## config.mk

```make
export PLATFORM = sky130hd
export DESIGN_NAME = pcxrle_ctrl
export DESIGN_NICKNAME = d
export VERILOG_FILES = /design/src/hdl/pcxrle_pkg.sv /design/src/hdl/pcxrle_ctrl.sv
export SDC_FILE = /design/constraint.sdc
export NUM_CORES = 1
export LEC_CHECK = 0
export ABC_AREA = 1
export BUFFER_PORTS_ARGS = -buffer_cell sky130_fd_sc_hd__buf_2
export CAP_MARGIN = 20
export CORE_AREA = 2 2 39 41
export DETAILED_ROUTE_END_ITERATION = 8
export DIE_AREA = 0 0 41 43
export GPL_TIMING_DRIVEN = 0
export SLEW_MARGIN = 30
export SYNTH_ARGS = -nofsm -noshare
export SYNTH_HDL_FRONTEND = slang
export SYNTH_SLANG_ARGS = --single-unit
```

## constraint.sdc

```tcl
create_clock -name clock -period 0.9 [get_ports clock]
set_input_delay 0.045 -clock clock [delete_from_list [all_inputs] [get_ports clock]]
set_output_delay 0.045 -clock clock [all_outputs]
set_load 0.005 [all_outputs]
```

## src/hdl/pcxrle_pkg.sv

```systemverilog
// Shared types and constants of the PCX run-length palette decoder.
package pcxrle_pkg;

   // Input item kinds.
   localparam logic CMD_PALETTE_WRITE = 1'b0;
   localparam logic CMD_CODE_BYTE     = 1'b1;

   // Register indexes, taken from the word address of the configuration port.
   localparam logic REG_IMAGE_WIDTH  = 1'b0;
   localparam logic REG_IMAGE_HEIGHT = 1'b1;

   localparam logic [14:0] WIDTH_RESET  = 15'd320;
   localparam logic [14:0] HEIGHT_RESET = 15'd200;

   localparam logic [7:0]  RUN_THRESHOLD = 8'hBF;
   localparam logic [7:0]  RUN_MASK      = 8'h3F;
   localparam logic [14:0] SIZE_MAX_REG  = 15'd16384;
   localparam logic [27:0] COUNT_MAX     = 28'h0FFFFFFF;

   // Commands from the controller to the datapath.
   typedef struct packed {
      logic take_item;
      logic write_palette;
      logic arm_run;
      logic start_count;
      logic emit_pixel;
   } pcxrle_cmd_type;

   // Status from the datapath to the controller.
   typedef struct packed {
      logic item_is_write;
      logic image_full;
      logic run_armed;
      logic code_is_run;
      logic count_zero;
      logic slot_free;
      logic last_of_run;
   } pcxrle_status_type;

endpackage

```

## src/hdl/pcxrle_ctrl.sv

```systemverilog
// Controller state machine of the PCX run-length palette decoder.
module pcxrle_ctrl import pcxrle_pkg::*; (
   input  logic              clock,
   input  logic              reset,
   input  logic              req_valid,
   output logic              req_stall,
   input  pcxrle_status_type status,
   output pcxrle_cmd_type    cmd
);

   typedef enum logic [1:0] {
      ST_IDLE,
      ST_DECODE,
      ST_EMIT
   } state_type;

   state_type state_ff, state_in;
   logic      stall_ff, stall_in;

   always_comb begin
      state_in = state_ff;
      cmd      = '0;
      unique case (state_ff)
         ST_IDLE: begin
            cmd.take_item = req_valid && !stall_ff;
            if (cmd.take_item) begin
               if (status.item_is_write) begin
                  cmd.write_palette = 1'b1;
               end else begin
                  state_in = ST_DECODE;
               end
            end
         end
         ST_DECODE: begin
            if (status.image_full) begin
               state_in = ST_IDLE;
            end else if (status.run_armed) begin
               cmd.start_count = 1'b1;
               state_in = status.count_zero ? ST_IDLE : ST_EMIT;
            end else if (status.code_is_run) begin
               cmd.arm_run = 1'b1;
               state_in = ST_IDLE;
            end else begin
               cmd.start_count = 1'b1;
               state_in = ST_EMIT;
            end
         end
         ST_EMIT: begin
            if (status.slot_free) begin
               cmd.emit_pixel = 1'b1;
               if (status.last_of_run) begin
                  state_in = ST_IDLE;
               end
            end
         end
         default: begin
            state_in = ST_IDLE;
         end
      endcase
      stall_in = (state_in != ST_IDLE);
   end

   always_ff @(posedge clock) begin
      if (reset) begin
         state_ff <= ST_IDLE;
         stall_ff <= 1'b1;
      end else begin
         state_ff <= state_in;
         stall_ff <= stall_in;
      end
   end

   assign req_stall = stall_ff;

endmodule

```

==> key figures <==
STA
  • Fin. Hold Viols: 0
  • RSZ-0062 raised after global routing: true
  • TNS Setup: -0.444 ns
  • Worst Max-Slew Pin Slew: 0.130 ns
  • Min Tclk post-route: 1.02 ns
  • Max frequency: 0.980 GHz
  • Clk_skew: 0.00430 ns
  • Relative slew margins: 0.913
  • Tcrit/Tclk final: 1.13
  • Setup WS post-layout: -0.120 ns
  • Max-slew violation count: 0
  • Final-report setup violation count: 5

Synthesis
  • Synth Cell Area: 191 µm²
  • Number of flops mapped to enable cells by yosys: 0
  • Syn avg cell area: 6.60 µm²
  • Asr flop ratio synth: 0
  • Yosys warnings: 0
  • #FFs+latches synth: 3
  • Netlist cell types: 13
  • Most frequent cell after synthesis: inv_1
  • Post-Synthesis Cells: 29
  • Top cell type's share of synthesized area: 0.314
  • Post-synth top cells: inv_1, nor2_1, nand2_1
  • Yosys top cell by area: dfxtp_1
  • Top area cells in the synthesized netlist: dfxtp_1, inv_1, nor2_1, nand2_1, nand4_2
  • Ys flop type: dfxtp_1
  • Syn nets: 39
  • Sequential fraction of the synthesis area: 0.314

Clocking
  • TritonCTS Sinks: 3
  • Reg clk slew, reported paths: 0.04 ns
  • Total CTS buffers: 3
  • # H-tree levels: 1
  • Clock latency at the later pin of the worst-skew pair: 0.24 ns
  • CTS Root Cell: clkbuf_4
  • CTS tree: yes
  • Clk buf depth: 2

Finish
  • Nets: 61
  • # diodes: 0
  • Syn-to-layout area delta: 78.4%
  • Post-layout instance area: 342 µm²
  • Final Util: 0.247
  • Layout cells sized above 1: 0.600

Detailed routing
  • Via Count: 245
  • DR WL/cell: 7.20 µm
  • Remaining DRCs: 0
  • Initial drt markers: 1
  • DRT antenna net count: 0
  • DR pass1 iterations: 4
  • Via density: 3.71
  • Total wire length: 475 µm

Floorplanning
  • Starting Density: 0.138
  • Rows: 14
  • Core area: 0.00138 mm²
  • Die H: 43 µm
  • I/O pin total: 16
  • Die area: 0.00176 mm²
  • Die Wd: 41 µm

Setup path
  • Crit path cell chain: inv_2, nor2_4, nand2_2, a21oi_2, buf_2
  • CP required: 0.85 ns
  • Worst Path Buf+Inv: 2
  • RR Endpoint: state_ff[1]
  • Crit Path Class: flop to output port
  • CP max FO: 3
  • Worst-case reg-to-reg path depth: 5
  • Crit path largest cell delay: 0.33 ns
  • Flop2flop setup slack: 0.05 ns
  • CP top delay family: flip-flops
  • Crit path DAT: 0.98 ns
  • Slowest-stage cell, CP: dfxtp_2
  • Crit path capture type: output port
  • Startpoint types: flop
  • RR Startpoint: state_ff[0]

GRT
  • Pin count of the biggest net entering global routing: 5
  • GR Util All Layers: 0.0651
  • Vias in the first global route: 209
  • GR Util met3: 0.0314
  • Met1 usage: 0.0543
  • M2 GR Usage: 0.0938
  • Initial antenna violation count: 0
  • First-pass GRT wire length: 703 µm
  • GRT busiest layer: met2
  • Grt total ovfl: 0

Worst hold path
  • Hold Crit Depth: 4
  • Hold Path Sink: state_ff[0]
  • Hold crit path type: primary input to flop
  • Hold Path Origin: status[6]

Place
  • GPL Wtd Cong: 0.562
  • Placed Area: 287 µm²
  • Port Buffers: 15
  • DP Worst Slack: 0.0879 ns
  • Detailed placement HPWL: 365 µm

Power
  • Max rail drop VDD: 0.251 mV
  • Power density over the cells: 1320 mW/mm²
  • Total chip power: 451 µW
  • LEAKAGE: 0.198 nW

Outcome
  • Status: finished, violations left
  • Failing checks: setup timing

Job
  • Max-cap violations: 0
[logic make-up after synthesis]
kind of cell           count (synthesis)  synth area share
and+or+nand+nor                       16             0.458
DFF                                    3             0.314
buffers and inverters                  8             0.157
AOI/OAI and AO/OA                      2            0.0719
[repair_timing]
| action | in CTS | in global routing |
|---|---|---|
| buffers inserted | 1 | 0 |
| hold endpoints to repair | 1 | 0 |
| hold buffers | 1 | 0 |
| resized for setup | 4 | 1 |
| endpoints found under the setup margin | 5 | 6 |
| pin swaps | 0 | 0 |
[routing by layer]
layer,up-vias,wire length [µm]
met1,99,193
met3,2,46
met4,0,14
li1,131,-
met2,13,220
met5,-,0
[how the worst max path moves through the flow]
stage	start	end	slack [ns]	cells after the start
after floorplan	state_ff[1]	req_stall	0.15	3
after global placement	state_ff[0]	cmd[1]	0.07	5
after detailed placement	state_ff[0]	cmd[1]	0.09	5
after CTS	state_ff[1]	cmd[3]	-0.13	4
after global routing	state_ff[1]	cmd[3]	-0.20	4
final	state_ff[0]	cmd[1]	-0.12	5
[layout by cell type, fill, tap and decap left out]
master / count
dfxtp_1: 1
nor2_2: 1
nand2_1: 3
inv_2: 1
inv_1: 7
clkbuf_1: 1
nand4_1: 1
a21oi_2: 2
nand3_1: 2
dfxtp_2: 2
dlygate4sd3_1: 1
nor2_4: 1
nand4_2: 1
clkbuf_4: 3
and3_2: 1
nand2_2: 2
buf_2: 15
nor2_1: 4
buf_4: 1
[power by group]
group	total (mW)	switching, mW	internal, mW	leakage (nW)
registers	0.142	0.00299	0.139	0.0256
logic	0.0667	0.0325	0.0342	0.158
clock network	0.242	0.0753	0.167	0.0150
total	0.451	0.111	0.340	0.198
[tightest hold or removal path, cell delays in order]
cell,delay [ns]
buf_2,0.09
nor2_1,0.04
nand3_1,0.09
inv_1,0.04
[stage by stage]
step                      instances  hold slack, ns
after floorplan                  29           0.107
after global placement           60           0.238
after detailed placement         60           0.245
after CTS                        66           0.108
after global routing             66           0.138
final                            66           0.113
[sequential cells by signal (all words and copies together) (netlist names)]
signal	flops
req_stall	1
state_ff	2
[cell type report]
cell class	count	area, µm²
multi-input cells	18	110
well taps	16	20.0
inverters	8	30.0
flip-flops and latches	3	62.6
repair buffers	17	92.6
clock buffers	4	26.3
fillers	165	1040
(Power assumes the default switching activity.)
